[src/design/lpr_pkg.sv]
// ----------------------------------------------------------------------------
// lpr_pkg
// Shared constants, register codes and the point record for the line engine.
// ----------------------------------------------------------------------------
package lpr_pkg;

    localparam int COORD_BITS     = 12;
    localparam int ADDR_BITS      = 22;
    localparam int CFG_BITS       = 12;
    localparam int COLOR_BITS     = 16;
    localparam int CFG_INDEX_BITS = 2;

    localparam int DX_BITS  = COORD_BITS + 1;
    localparam int NDY_BITS = COORD_BITS + 2;
    localparam int ERR_BITS = COORD_BITS + 3;
    localparam int E2_BITS  = ERR_BITS + 1;
    localparam int CMP_BITS = ((COORD_BITS > CFG_BITS) ? COORD_BITS : CFG_BITS) + 1;
    localparam int PROD_BITS = 2 * CFG_BITS;
    localparam int SUM_BITS  = (ADDR_BITS > PROD_BITS) ? ADDR_BITS : PROD_BITS;

    localparam logic [CFG_INDEX_BITS-1:0] CFG_FB_WIDTH  = CFG_INDEX_BITS'(0);
    localparam logic [CFG_INDEX_BITS-1:0] CFG_FB_HEIGHT = CFG_INDEX_BITS'(1);
    localparam logic [CFG_INDEX_BITS-1:0] CFG_FLIP      = CFG_INDEX_BITS'(2);

    localparam logic [CFG_BITS-1:0] FB_WIDTH_RST  = CFG_BITS'(800);
    localparam logic [CFG_BITS-1:0] FB_HEIGHT_RST = CFG_BITS'(480);

    localparam logic OP_START   = 1'b0;
    localparam logic OP_ADVANCE = 1'b1;

    typedef struct packed {
        logic                         pt_valid;
        logic signed [COORD_BITS-1:0] x;
        logic signed [COORD_BITS-1:0] y;
        logic                         last;
        logic [COLOR_BITS-1:0]        color;
    } t_point;

endpackage

[src/design/lpr_step.sv]
// ----------------------------------------------------------------------------
// lpr_step
// Line state and Bresenham error step; registers the point of each request.
// ----------------------------------------------------------------------------
module lpr_step (
    input  logic                                  i_clk,
    input  logic                                  i_rst_n,
    input  logic                                  i_load,
    input  logic                                  i_adv,
    input  logic                                  i_op,
    input  logic signed [lpr_pkg::COORD_BITS-1:0] i_x_start,
    input  logic signed [lpr_pkg::COORD_BITS-1:0] i_y_start,
    input  logic signed [lpr_pkg::COORD_BITS-1:0] i_x_end,
    input  logic signed [lpr_pkg::COORD_BITS-1:0] i_y_end,
    input  logic [lpr_pkg::COLOR_BITS-1:0]        i_color,
    output logic                                  o_a_valid,
    output lpr_pkg::t_point                       o_point
);

    logic signed [lpr_pkg::COORD_BITS-1:0] r_cur_x, r_cur_y, r_end_x, r_end_y;
    logic [lpr_pkg::DX_BITS-1:0]           r_abs_dx;
    logic signed [lpr_pkg::NDY_BITS-1:0]   r_neg_abs_dy;
    logic                                  r_step_x_neg, r_step_y_neg;
    logic signed [lpr_pkg::ERR_BITS-1:0]   r_err;
    logic [lpr_pkg::COLOR_BITS-1:0]        r_color;
    logic                                  r_busy;
    logic                                  r_a_valid;
    lpr_pkg::t_point                       r_point;

    logic                                  start;
    logic signed [lpr_pkg::DX_BITS-1:0]    dx, dy;
    logic [lpr_pkg::DX_BITS-1:0]           s_abs_dx;
    logic signed [lpr_pkg::NDY_BITS-1:0]   dy_w, s_nady;
    logic signed [lpr_pkg::ERR_BITS-1:0]   s_err;

    logic signed [lpr_pkg::COORD_BITS-1:0] e_x, e_y, e_ex, e_ey;
    logic [lpr_pkg::DX_BITS-1:0]           e_adx;
    logic signed [lpr_pkg::NDY_BITS-1:0]   e_nady;
    logic                                  e_sxn, e_syn, e_busy, e_last;
    logic signed [lpr_pkg::ERR_BITS-1:0]   e_err;
    logic [lpr_pkg::COLOR_BITS-1:0]        e_color;

    logic signed [lpr_pkg::E2_BITS-1:0]    e2, nady_w, adx_w, err_w, err_sum;
    logic                                  cond_x, cond_y;
    logic signed [lpr_pkg::COORD_BITS-1:0] n_cur_x, n_cur_y;
    logic signed [lpr_pkg::ERR_BITS-1:0]   n_err;

    assign start = i_load && (i_op == lpr_pkg::OP_START);

    always_comb begin
        dx       = {i_x_end[lpr_pkg::COORD_BITS-1], i_x_end}
                 - {i_x_start[lpr_pkg::COORD_BITS-1], i_x_start};
        dy       = {i_y_end[lpr_pkg::COORD_BITS-1], i_y_end}
                 - {i_y_start[lpr_pkg::COORD_BITS-1], i_y_start};
        s_abs_dx = dx[lpr_pkg::DX_BITS-1] ? lpr_pkg::DX_BITS'(-dx) : dx;
        dy_w     = lpr_pkg::NDY_BITS'(dy);
        s_nady   = dy[lpr_pkg::DX_BITS-1] ? dy_w : -dy_w;
        s_err    = $signed({2'b00, s_abs_dx}) + lpr_pkg::ERR_BITS'(s_nady);
    end

    always_comb begin
        e_x     = start ? i_x_start : r_cur_x;
        e_y     = start ? i_y_start : r_cur_y;
        e_ex    = start ? i_x_end   : r_end_x;
        e_ey    = start ? i_y_end   : r_end_y;
        e_adx   = start ? s_abs_dx  : r_abs_dx;
        e_nady  = start ? s_nady    : r_neg_abs_dy;
        e_sxn   = start ? !(i_x_start < i_x_end) : r_step_x_neg;
        e_syn   = start ? !(i_y_start < i_y_end) : r_step_y_neg;
        e_err   = start ? s_err     : r_err;
        e_color = start ? i_color   : r_color;
        e_busy  = start || r_busy;
        e_last  = (e_x == e_ex) && (e_y == e_ey);
    end

    always_comb begin
        e2      = {e_err, 1'b0};
        nady_w  = lpr_pkg::E2_BITS'(e_nady);
        adx_w   = $signed(lpr_pkg::E2_BITS'(e_adx));
        err_w   = lpr_pkg::E2_BITS'(e_err);
        cond_x  = (e2 >= nady_w);
        cond_y  = (e2 <= adx_w);
        err_sum = err_w + (cond_x ? nady_w : '0) + (cond_y ? adx_w : '0);
        n_err   = e_err;
        n_cur_x = e_x;
        n_cur_y = e_y;
        if (e_busy && !e_last) begin
            n_err = err_sum[lpr_pkg::ERR_BITS-1:0];
            if (cond_x) begin
                n_cur_x = e_sxn ? e_x - lpr_pkg::COORD_BITS'(1)
                                : e_x + lpr_pkg::COORD_BITS'(1);
            end
            if (cond_y) begin
                n_cur_y = e_syn ? e_y - lpr_pkg::COORD_BITS'(1)
                                : e_y + lpr_pkg::COORD_BITS'(1);
            end
        end
    end

    always_ff @(posedge i_clk) begin
        if (!i_rst_n) begin
            r_busy    <= 1'b0;
            r_a_valid <= 1'b0;
        end else begin
            if (i_load) begin
                r_busy <= e_busy && !e_last;
            end
            if (i_adv) begin
                r_a_valid <= i_load;
            end
        end
    end

    always_ff @(posedge i_clk) begin
        if (i_load) begin
            r_cur_x      <= n_cur_x;
            r_cur_y      <= n_cur_y;
            r_end_x      <= e_ex;
            r_end_y      <= e_ey;
            r_abs_dx     <= e_adx;
            r_neg_abs_dy <= e_nady;
            r_step_x_neg <= e_sxn;
            r_step_y_neg <= e_syn;
            r_err        <= n_err;
            r_color      <= e_color;
        end
        if (i_adv) begin
            r_point.pt_valid <= e_busy;
            r_point.x        <= e_x;
            r_point.y        <= e_y;
            r_point.last     <= e_busy && e_last;
            r_point.color    <= e_busy ? e_color : '0;
        end
    end

    assign o_a_valid = r_a_valid;
    assign o_point   = r_point;

endmodule

[src/design/lpr_addr.sv]
// ----------------------------------------------------------------------------
// lpr_addr
// Clips, flips and maps a point to a frame-buffer address; result register.
// ----------------------------------------------------------------------------
module lpr_addr (
    input  logic                                 i_clk,
    input  logic                                 i_rst_n,
    input  logic                                 i_adv,
    input  logic                                 i_a_valid,
    input  lpr_pkg::t_point                      i_point,
    input  logic [lpr_pkg::CFG_BITS-1:0]         i_fb_width,
    input  logic [lpr_pkg::CFG_BITS-1:0]         i_fb_height,
    input  logic                                 i_flip,
    output logic                                 o_valid,
    output logic                                 o_point_valid,
    output logic                                 o_pixel_write,
    output logic [lpr_pkg::ADDR_BITS-1:0]        o_pixel_addr,
    output logic [lpr_pkg::COLOR_BITS-1:0]       o_pixel_color,
    output logic                                 o_last_point
);

    logic                                r_valid;
    logic                                r_point_valid, r_pixel_write, r_last_point;
    logic [lpr_pkg::ADDR_BITS-1:0]       r_pixel_addr;
    logic [lpr_pkg::COLOR_BITS-1:0]      r_pixel_color;

    logic [lpr_pkg::CMP_BITS-1:0]        x_w, y_w, w_w, h_w;
    logic                                in_frame;
    logic [lpr_pkg::CFG_BITS-1:0]        x_t, y_t, col, row;
    logic [lpr_pkg::SUM_BITS-1:0]        prod, sum;

    always_comb begin
        x_w      = lpr_pkg::CMP_BITS'($unsigned(i_point.x));
        y_w      = lpr_pkg::CMP_BITS'($unsigned(i_point.y));
        w_w      = lpr_pkg::CMP_BITS'(i_fb_width);
        h_w      = lpr_pkg::CMP_BITS'(i_fb_height);
        in_frame = !i_point.x[lpr_pkg::COORD_BITS-1] && !i_point.y[lpr_pkg::COORD_BITS-1]
                && (x_w < w_w) && (y_w < h_w);
        x_t      = x_w[lpr_pkg::CFG_BITS-1:0];
        y_t      = y_w[lpr_pkg::CFG_BITS-1:0];
        col      = i_flip ? i_fb_width  - lpr_pkg::CFG_BITS'(1) - x_t : x_t;
        row      = i_flip ? i_fb_height - lpr_pkg::CFG_BITS'(1) - y_t : y_t;
        prod     = lpr_pkg::SUM_BITS'(row) * lpr_pkg::SUM_BITS'(i_fb_width);
        sum      = prod + lpr_pkg::SUM_BITS'(col);
    end

    always_ff @(posedge i_clk) begin
        if (!i_rst_n) begin
            r_valid <= 1'b0;
        end else if (i_adv) begin
            r_valid <= i_a_valid;
        end
    end

    always_ff @(posedge i_clk) begin
        if (i_adv) begin
            r_point_valid <= i_point.pt_valid;
            r_pixel_write <= i_point.pt_valid && in_frame;
            r_pixel_addr  <= (i_point.pt_valid && in_frame) ? sum[lpr_pkg::ADDR_BITS-1:0] : '0;
            r_pixel_color <= i_point.color;
            r_last_point  <= i_point.last;
        end
    end

    assign o_valid       = r_valid;
    assign o_point_valid = r_point_valid;
    assign o_pixel_write = r_pixel_write;
    assign o_pixel_addr  = r_pixel_addr;
    assign o_pixel_color = r_pixel_color;
    assign o_last_point  = r_last_point;

endmodule

[src/design/line_pixel_rasterizer.sv]
// ----------------------------------------------------------------------------
// line_pixel_rasterizer
// Bresenham line engine: one clipped, optionally flipped pixel per request.
//
//   channel | direction | handshake               | payload
//   in      | sink      | i_in_valid / o_in_ready | op, endpoints, colour
//   out     | source    | o_out_valid/i_out_ready | point, write, addr, colour, last
//   cfg     | sink      | i_cfg_valid/o_cfg_ready | register index, data
//
// One request per cycle unless back-pressured. Each request passes the step
// stage, then the address stage with the multiply-add; the error step and
// line state update are combinational. Reset empties both stages and ends
// any line. A stalled output holds the result and back-pressures the input
// only once both stages are full. Config writes are always taken.
// ----------------------------------------------------------------------------
module line_pixel_rasterizer (
    input  logic                                      i_clk,
    input  logic                                      i_rst_n,
    input  logic                                      i_in_valid,
    output logic                                      o_in_ready,
    input  logic                                      i_op,
    input  logic signed [lpr_pkg::COORD_BITS-1:0]     i_x_start,
    input  logic signed [lpr_pkg::COORD_BITS-1:0]     i_y_start,
    input  logic signed [lpr_pkg::COORD_BITS-1:0]     i_x_end,
    input  logic signed [lpr_pkg::COORD_BITS-1:0]     i_y_end,
    input  logic [lpr_pkg::COLOR_BITS-1:0]            i_color,
    output logic                                      o_out_valid,
    input  logic                                      i_out_ready,
    output logic                                      o_point_valid,
    output logic                                      o_pixel_write,
    output logic [lpr_pkg::ADDR_BITS-1:0]             o_pixel_addr,
    output logic [lpr_pkg::COLOR_BITS-1:0]            o_pixel_color,
    output logic                                      o_last_point,
    input  logic                                      i_cfg_valid,
    output logic                                      o_cfg_ready,
    input  logic [lpr_pkg::CFG_INDEX_BITS-1:0]        i_cfg_index,
    input  logic [lpr_pkg::CFG_BITS-1:0]              i_cfg_data
);

    logic [lpr_pkg::CFG_BITS-1:0] r_fb_width, r_fb_height;
    logic                         r_flip;

    logic            a_valid, adv_a, adv_b, in_acc, cfg_acc;
    lpr_pkg::t_point a_point;

    assign adv_b       = !o_out_valid || i_out_ready;
    assign adv_a       = !a_valid || adv_b;
    assign o_in_ready  = adv_a;
    assign in_acc      = i_in_valid && adv_a;
    assign o_cfg_ready = 1'b1;
    assign cfg_acc     = i_cfg_valid && o_cfg_ready;

    always_ff @(posedge i_clk) begin
        if (!i_rst_n) begin
            r_fb_width  <= lpr_pkg::FB_WIDTH_RST;
            r_fb_height <= lpr_pkg::FB_HEIGHT_RST;
            r_flip      <= 1'b0;
        end else if (cfg_acc) begin
            unique case (i_cfg_index)
                lpr_pkg::CFG_FB_WIDTH:  r_fb_width  <= i_cfg_data;
                lpr_pkg::CFG_FB_HEIGHT: r_fb_height <= i_cfg_data;
                lpr_pkg::CFG_FLIP:      r_flip      <= i_cfg_data[0];
                default: ;
            endcase
        end
    end

    lpr_step u_step (
        .i_clk     (i_clk),
        .i_rst_n   (i_rst_n),
        .i_load    (in_acc),
        .i_adv     (adv_a),
        .i_op      (i_op),
        .i_x_start (i_x_start),
        .i_y_start (i_y_start),
        .i_x_end   (i_x_end),
        .i_y_end   (i_y_end),
        .i_color   (i_color),
        .o_a_valid (a_valid),
        .o_point   (a_point)
    );

    lpr_addr u_addr (
        .i_clk         (i_clk),
        .i_rst_n       (i_rst_n),
        .i_adv         (adv_b),
        .i_a_valid     (a_valid),
        .i_point       (a_point),
        .i_fb_width    (r_fb_width),
        .i_fb_height   (r_fb_height),
        .i_flip        (r_flip),
        .o_valid       (o_out_valid),
        .o_point_valid (o_point_valid),
        .o_pixel_write (o_pixel_write),
        .o_pixel_addr  (o_pixel_addr),
        .o_pixel_color (o_pixel_color),
        .o_last_point  (o_last_point)
    );

    a_write_needs_point: assert property (@(posedge i_clk) disable iff (!i_rst_n)
        o_out_valid && o_pixel_write |-> o_point_valid)
        else $error("pixel write without a line point");

    a_idle_result_zero: assert property (@(posedge i_clk) disable iff (!i_rst_n)
        o_out_valid && !o_point_valid |->
            !o_pixel_write && !o_last_point && (o_pixel_addr == '0) && (o_pixel_color == '0))
        else $error("inactive result carries data");

    a_clipped_addr_zero: assert property (@(posedge i_clk) disable iff (!i_rst_n)
        o_out_valid && !o_pixel_write |-> (o_pixel_addr == '0))
        else $error("clipped point with non-zero address");

    a_stage_a_drains: assert property (@(posedge i_clk) disable iff (!i_rst_n)
        in_acc |=> a_valid)
        else $error("accepted request lost before result stage");

endmodule

[config.mk]
export PLATFORM = sky130hd
export DESIGN_NAME = line_pixel_rasterizer
export DESIGN_NICKNAME = d
export VERILOG_FILES = /design/src/design/lpr_pkg.sv /design/src/design/lpr_step.sv /design/src/design/lpr_addr.sv /design/src/design/line_pixel_rasterizer.sv
export SDC_FILE = /design/constraint.sdc
export NUM_CORES = 1
export LEC_CHECK = 0
export BUFFER_PORTS_ARGS = -buffer_cell sky130_fd_sc_hd__buf_2
export CORE_MARGIN = 4
export CORE_UTILIZATION = 50
export CTS_CLUSTER_DIAMETER = 50
export CTS_CLUSTER_SIZE = 20
export DETAILED_ROUTE_END_ITERATION = 6
export PLACE_DENSITY = 0.75
export SYNTH_ARGS = -nofsm -noshare
export SYNTH_HDL_FRONTEND = slang
export SYNTH_SLANG_ARGS = --single-unit
[constraint.sdc]
create_clock -name i_clk -period 14.8 [get_ports i_clk]
set_input_delay 3.7 -clock i_clk [delete_from_list [all_inputs] [get_ports i_clk]]
set_output_delay 3.7 -clock i_clk [all_outputs]
set_load 0.02 [all_outputs]
# Word level (Yosys, flattened, before mapping)
# Index checks and enable logic that the tools add are counted.
dict set report classes {
  order_cmp 6
  reduce_logical 23
  n_addsub 16
  n_mul 1
  eq_ne 4
  muxes 23
  bitwise 1
}
# cell count
set op_table {}
lappend op_table {{$mux W12} 12}
lappend op_table {{$lt A12 B12 Y1} 4}
lappend op_table {{$mux W15} 3}
lappend op_table {{$mux W13} 3}
lappend op_table {{$add A15 B15 Y15} 2}
lappend op_table {{$mux W14} 2}
lappend op_table {{$sub A12 B12 Y13} 2}
lappend op_table {{$add A12 B2 Y12 const B} 2}
lappend op_table {{$eq A12 B12 Y1} 2}
lappend op_table {{$sub A12 B1 Y12 const B} 2}
lappend op_table {{$sub A12 B12 Y12} 2}
lappend op_table {{$sub A12 B2 Y12 const B} 2}
lappend op_table {{$add A22 B12 Y22} 1}
lappend op_table {{$mul A12 B12 Y22} 1}
lappend op_table {{$ge A16 B14 Y1} 1}
lappend op_table {{$le A16 B14 Y1} 1}
lappend op_table {{$mux W16} 1}
lappend op_table {{$add A14 B14 Y15} 1}
lappend op_table {{$neg A13 Y14} 1}
lappend op_table {{$neg A13 Y13} 1}
lappend op_table {{$logic_and A1 B1 Y1} 9}
lappend op_table {{$logic_not A1 Y1} 7}
lappend op_table {{$reduce_and A2 Y1} 3}
lappend op_table {{$logic_or A1 B1 Y1} 3}
lappend op_table {{5 further kinds} 6}
dict set report word_totals {
  out_inout_bits 44
  regBits 219
  in_bits 84
}

# Longest topological paths before layout
dict set report depth {
  ltp_word 11
  mapped_depth 48
}

# By module
# From an unflattened synthesis, not the netlist that was laid out.
dict set report hier_totals {
  cells_unflattened 2270
  hier_area_um2 20741.1
}
# mod instances area_per_inst_um2 cells_each
set by_module_without_submodules {}
lappend by_module_without_submodules {lpr_step 1 11742.5 1283}
lappend by_module_without_submodules {lpr_addr 1 7958.9 881}
lappend by_module_without_submodules {line_pixel_rasterizer 1 1039.7 106}

# Least setup slack after synthesis
# No wires, ideal clock.
dict set report synth_timing {
  path_kind {input port to flip-flop}
  from {input i_x_end[0] in the netlist's numbering}
  to {register u_step.r_err[13] in the netlist's numbering, data pin}
  setup_time_ns 0.260
  n_path_buf 2
  path_slack_ns 2.493
  t_required_ns 14.540
  stages 48
  arrival_ns 12.047
  cell_sequence {inv_1 > ha_1 > fa_1 > nor2b_1 > o211ai_1 > a211oi_1 > o41a_1 > clkbuf_1 > nor2_1 > a21oi_1 > ha_1 > a21o_1 > a21o_1 > a21o_1 > a21oi_1 > o21ai_0 > a21o_1 > a21oi_1 > (+12 left out) > inv_1 > clkbuf_1 > nand3_1 > fa_1 > inv_1 > ha_1 > a21o_1 > a21oi_1 > o21bai_1 > a21oi_1 > nor2b_1 > o21a_1 > o21ai_0 > nand2b_1 > a21oi_1 > o21ai_0 > xor2_1 > mux2_2}
}
dict set report synth_between {
  elab_chain_cells 10
}
# item line_no
set synth_lines {}
lappend synth_lines {{start, declared} line_pixel_rasterizer.sv:24} ;# input logic signed [lpr_pkg::COORD_BITS-1:0] i_x_end,
lappend synth_lines {{$sub A12 B12 Y13} lpr_step.sv:52} ;# - {i_x_start[lpr_pkg::COORD_BITS-1], i_x_start};
lappend synth_lines {{$neg A13 Y13} lpr_step.sv:55} ;# s_abs_dx = dx[lpr_pkg::DX_BITS-1] ? lpr_pkg::DX_BITS'(-dx) : dx;
lappend synth_lines {{$mux W13} lpr_step.sv:55}
lappend synth_lines {{$add A14 B14 Y15} lpr_step.sv:58} ;# s_err = $signed({2'b00, s_abs_dx}) + lpr_pkg::ERR_BITS'(s_nady);
lappend synth_lines {{$mux W15} lpr_step.sv:70} ;# e_err = start ? s_err : r_err;
lappend synth_lines {{$ge A16 B14 Y1} lpr_step.sv:81} ;# cond_x = (e2 >= nady_w);
lappend synth_lines {{$mux W15} lpr_step.sv:83} ;# err_sum = err_w + (cond_x ? nady_w : '0) + (cond_y ? adx_w : '0);
lappend synth_lines {{$add A15 B15 Y15 (2 in a row)} lpr_step.sv:83}
lappend synth_lines {{$mux W15 (*)} lpr_step.sv:87} ;# if (e_busy && !e_last) begin
lappend synth_lines {{named net u_step.n_err, one bit} lpr_step.sv:46} ;# logic signed [lpr_pkg::ERR_BITS-1:0] n_err;
lappend synth_lines {{end signal, assigned} lpr_step.sv:124} ;# r_err <= n_err;
lappend synth_lines {{end, declared} lpr_step.sv:24} ;# logic signed [lpr_pkg::ERR_BITS-1:0] r_err;
# The timed path passes the listed nets; every way through them passes the cells marked *.
# A chain may end at the register's enable or synchronous reset.

# Worst setup path in the final report
dict set report layout_timing {
  from {input i_y_start[2] in the netlist's numbering}
  to {register u_step.r_err[13] in the netlist's numbering, data pin}
}
dict set report layout_between {
  elab_chain_cells 10
}
# item line_no
set layout_lines {}
lappend layout_lines {{start, declared} line_pixel_rasterizer.sv:23} ;# input logic signed [lpr_pkg::COORD_BITS-1:0] i_y_start,
lappend layout_lines {{$sub A12 B12 Y13} lpr_step.sv:54} ;# - {i_y_start[lpr_pkg::COORD_BITS-1], i_y_start};
lappend layout_lines {{$neg A13 Y14} lpr_step.sv:57} ;# s_nady = dy[lpr_pkg::DX_BITS-1] ? dy_w : -dy_w;
lappend layout_lines {{$mux W14} lpr_step.sv:57}
lappend layout_lines {{$add A14 B14 Y15} lpr_step.sv:58}
lappend layout_lines {{$mux W15} lpr_step.sv:70}
lappend layout_lines {{$ge A16 B14 Y1} lpr_step.sv:81}
lappend layout_lines {{$mux W15} lpr_step.sv:83}
lappend layout_lines {{$add A15 B15 Y15 (2 in a row)} lpr_step.sv:83}
lappend layout_lines {{$mux W15 (*)} lpr_step.sv:87}
lappend layout_lines {{named net u_step.n_err, one bit} lpr_step.sv:46}
# Marks and branches as above.

==> insert_results.sql <==
INSERT INTO impl_metrics (metric_group, metric, value, unit) VALUES
('outcome', 'outcome', 'finished, final reports clean', ''),
('timing', 'max_slew.worst_pin.slew', '1.13', 'ns'),
('synthesis', 'syn_inst', '2299', ''),
('worst_setup_path', 'critical_path_peak_fanout', '14', ''),
('power_and_ir_drop', 'p_leak', '0.0109', 'uW'),
('drt', 'drc_errors', '0', ''),
('drt', 'avgViaCountPerCell', '5.66', ''),
('clock_tree', 'cts-buffers-inserted', '34', ''),
('timing', 'number_of_slew_limit_violations_in_the_final_report', '0', ''),
('placement', 'gpl.final_weighted_congestion', '1.02', ''),
('timing', 'tns', '0', 'ns'),
('run', 'max-cap-violations', '0', ''),
('timing', 'fmax', '0.0734', 'GHz'),
('clock_tree', 'postCtsSetupRepairBufs', '0', ''),
('timing', 'period_share', '92.0', '%'),
('synthesis', 'yosys.area_share.simple', '16.4', '%'),
('synthesis', 'syn-cell-area', '0.0208', 'mm2'),
('placement', 'hpwlAfterDp', '42000', 'um'),
('clock_tree', 'clk_path_buf_depth', '3', ''),
('synthesis', 'synth.yosys.seq_area_share', '30.2', '%'),
('timing', 'relSlewSlack', '24.7', '%'),
('min_path', 'hold-path-cell-count', '0', ''),
('worst_setup_path', 'crit-reg2reg-capture', 'u_step.r_err[13]', ''),
('grt', 'grt_use_total', '23.8', '%'),
('drt', 'length_of_the_first_detailed_routing_pass_in_iterations', '5', ''),
('timing', 'clock-skew-final', '0.0344', 'ns'),
('timing', 'unrepaired_setup_endpoints_after_global_routing', 'no', ''),
('min_path', 'worst_hold_path.endpoint', 'u_addr.o_pixel_color[4]', ''),
('drt', 'via_count', '16777', ''),
('die', 'die_width', '212', 'um'),
('final_layout', 'area.growth.synth_to_final', '11.1', '%'),
('synthesis', 'async_reset_ff_share', '0', '%'),
('die', 'standard_cell_core_area', '0.0410', 'mm2'),
('clock_tree', 'holdBufCountCts', '0', ''),
('worst_setup_path', 'crit_path_top_delay_cell', 'a32oi_1', ''),
('power_and_ir_drop', 'sw_frac_of_total', '44.2', '%'),
('synthesis', 'synth_flop_cell', 'edfxtp_1', ''),
('final_layout', 'postLayoutCoreUtil', '56.5', '%'),
('synthesis', 'synth-warning-count', '0', ''),
('worst_setup_path', 'critical_path.most_common_cell', 'a21oi_1', ''),
('grt', 'antenna_violations_before_repair', '1', ''),
('power_and_ir_drop', 'p_sw', '1890', 'uW'),
('synthesis', 'synthesis.nets', '2720', ''),
('synthesis', 'syn-mean-instance-area', '9.07', 'um2'),
('power_and_ir_drop', 'power_frac_clock', '19.9', '%'),
('clock_tree', 'cts-root-buf', 'clkbuf_16', ''),
('worst_setup_path', 'reg2reg_slack', '6.11', 'ns'),
('clock_tree', 'clock_latency', '0.56', 'ns'),
('worst_setup_path', 'required_time_of_the_critical_path', '15.08', 'ns'),
('power_and_ir_drop', 'cellInternalPower', '2380', 'uW'),
('drt', 'avgRoutedWirePerCell', '18.2', 'um'),
('clock_tree', 'clkSinkCount', '219', ''),
('clock_tree', 'cts_max_level', '2', ''),
('synthesis', 'synth_top_cell_area_share', '27.5', '%'),
('grt', 'grt_start_max_net_pins', '82', ''),
('timing', 'timing_hold_violations_final', '0', ''),
('synthesis', 'post_synth_mux_area_share', '2.20', '%'),
('final_layout', 'post_route_cells_drive_above_1_share', '11.1', '%'),
('power_and_ir_drop', 'cellPowerDensity', '184', 'mW/mm2'),
('synthesis', 'synth_compound_area_share', '12.7', '%'),
('clock_tree', 'cts_tree', 'yes', ''),
('worst_setup_path', 'r2r.worst_path.cells', '31', ''),
('die', 'die_area', '0.0450', 'mm2'),
('synthesis', 'dominant_combinational_cell_family_by_area_after_synthesis', 'adder cells', ''),
('synthesis', 'yosys-top-cells-area', 'edfxtp_1 (28%), fa_1 (13%), ha_1 (12%), nand2_1 (6.7%), inv_1 (5.7%)', ''),
('final_layout', 'finish.net_count', '2825', ''),
('die', 'top_ports', '128', ''),
('clock_tree', 'cts.repair.resized', '0', ''),
('drt', 'drt_iter0_drc', '1329', ''),
('power_and_ir_drop', 'ir_drop', '0.123', 'mV'),
('worst_setup_path', 'end_kind', 'flip-flop', '');
## per-stage QoR
stage               setup slack, ns  cells  cell area, um2  total power [uW]  hold slack (ns)
floorplan                      2.49   2299           20800              2820            0.400
global placement               1.29   2900           22000              3280            0.402
detailed placement            0.966   2900           22000              3380            0.405
CTS                            1.42   2962           23200              4260            0.420
global route                  0.264   2963           23200              4650            0.421
finish                         1.18   2963           23200              4260            0.419
## worst max-delay path, delay by kind of cell
family	cells	cell delay [ns]
adder cells (fa/ha/maj)	6	2.39
AO/OA/AOI/OAI	21	5.40
XOR/XNOR	2	0.24
multiplexers	2	0.59
AND/OR/NAND/NOR	9	1.24
buffers and inverters	4	0.33
## cell usage in the layout, fill, tap and decap left out, types with 29 or more instances in the layout
master / count
a21o_1: 30
a21oi_1: 132
and2_1: 37
buf_2: 126
clkbuf_16: 36
edfxtp_1: 191
fa_1: 131
ha_1: 206
inv_1: 317
nand2_1: 370
nand3_1: 29
nor2_1: 132
nor3_1: 32
o21ai_0: 90
xnor2_1: 77
xor2_1: 60
## flip-flops by register name, summed over array words and instances, names as in the netlist, 12 cells and up
register / flops
u_step.r_end_x: 12
u_step.o_point: 42
u_step.r_end_y: 12
u_addr.o_pixel_color: 16
u_step.r_neg_abs_dy: 14
r_fb_height: 12
u_step.r_cur_y: 12
u_step.r_cur_x: 12
r_fb_width: 12
u_step.r_color: 16
u_step.r_abs_dx: 13
u_step.r_err: 15
u_addr.o_pixel_addr: 22
## per-layer routing
| metal | up-vias | track usage, % | share of wire (%) |
|---|---|---|---|
| met5 | - | 0 | 0 |
| met4 | 0 | 10.6 | 4.6 |
| met3 | 147 | 4.03 | 8.3 |
| met2 | 785 | 38.2 | 46 |
| met1 | 7921 | 31.9 | 41 |
| li1 | 7924 | - | - |
## power by group through the flow
stage | clock network, uW | logic, uW | registers (uW)
after global routing | 888 | 2900 | 862
after floorplan | 0 | 1970 | 859
after global placement | 0 | 2410 | 863
final | 849 | 2560 | 855
after detailed placement | 0 | 2520 | 865
after CTS | 865 | 2540 | 854
## how the worst max path moves through the flow
stage,to,slack [ns],startpoint
floorplan,u_step.r_err[13],2.49,i_x_end[0]
global placement,u_step.r_err[13],1.29,i_y_start[2]
detailed placement,u_step.r_err[13],0.97,i_y_start[2]
CTS,u_step.r_err[13],1.42,i_y_start[2]
global route,u_step.r_err[13],0.26,i_y_start[2]
finish,u_step.r_err[13],1.18,i_y_start[2]
## cell usage after synthesis, drive strengths merged, types with 27 or more instances
master	count
clkbuf	65
nor3	33
nand3	29
and2	39
xnor2	78
a21oi	132
dfxtp	28
nand2	371
nor2	133
fa	131
xor2	60
edfxtp	191
ha	206
a21o	30
nor2b	27
o21ai	98
inv	319
## cells by family (layout without fill, tap and decap cells)
logic type | after synthesis | after routing
buffers and inverters | 398 | 529
adders and majority gates | 337 | 337
and+or+nand+nor | 745 | 745
xor gates and xnor gates | 139 | 139
muxes | 42 | 42
AOI/OAI and AO/OA | 418 | 418
other | 1 | 2
DFF | 219 | 219
## cell type report
cell class | count | area (um2)
flip-flops and latches | 219 | 6300
inverters | 320 | 1200
fillers | 3510 | 17900
clock inverters | 25 | 307
multi-input cells | 1682 | 13000
diodes | 1 | 2.50
repair buffers | 147 | 788
well taps | 532 | 666
clock buffers | 37 | 905
(Power assumes the default switching activity.)
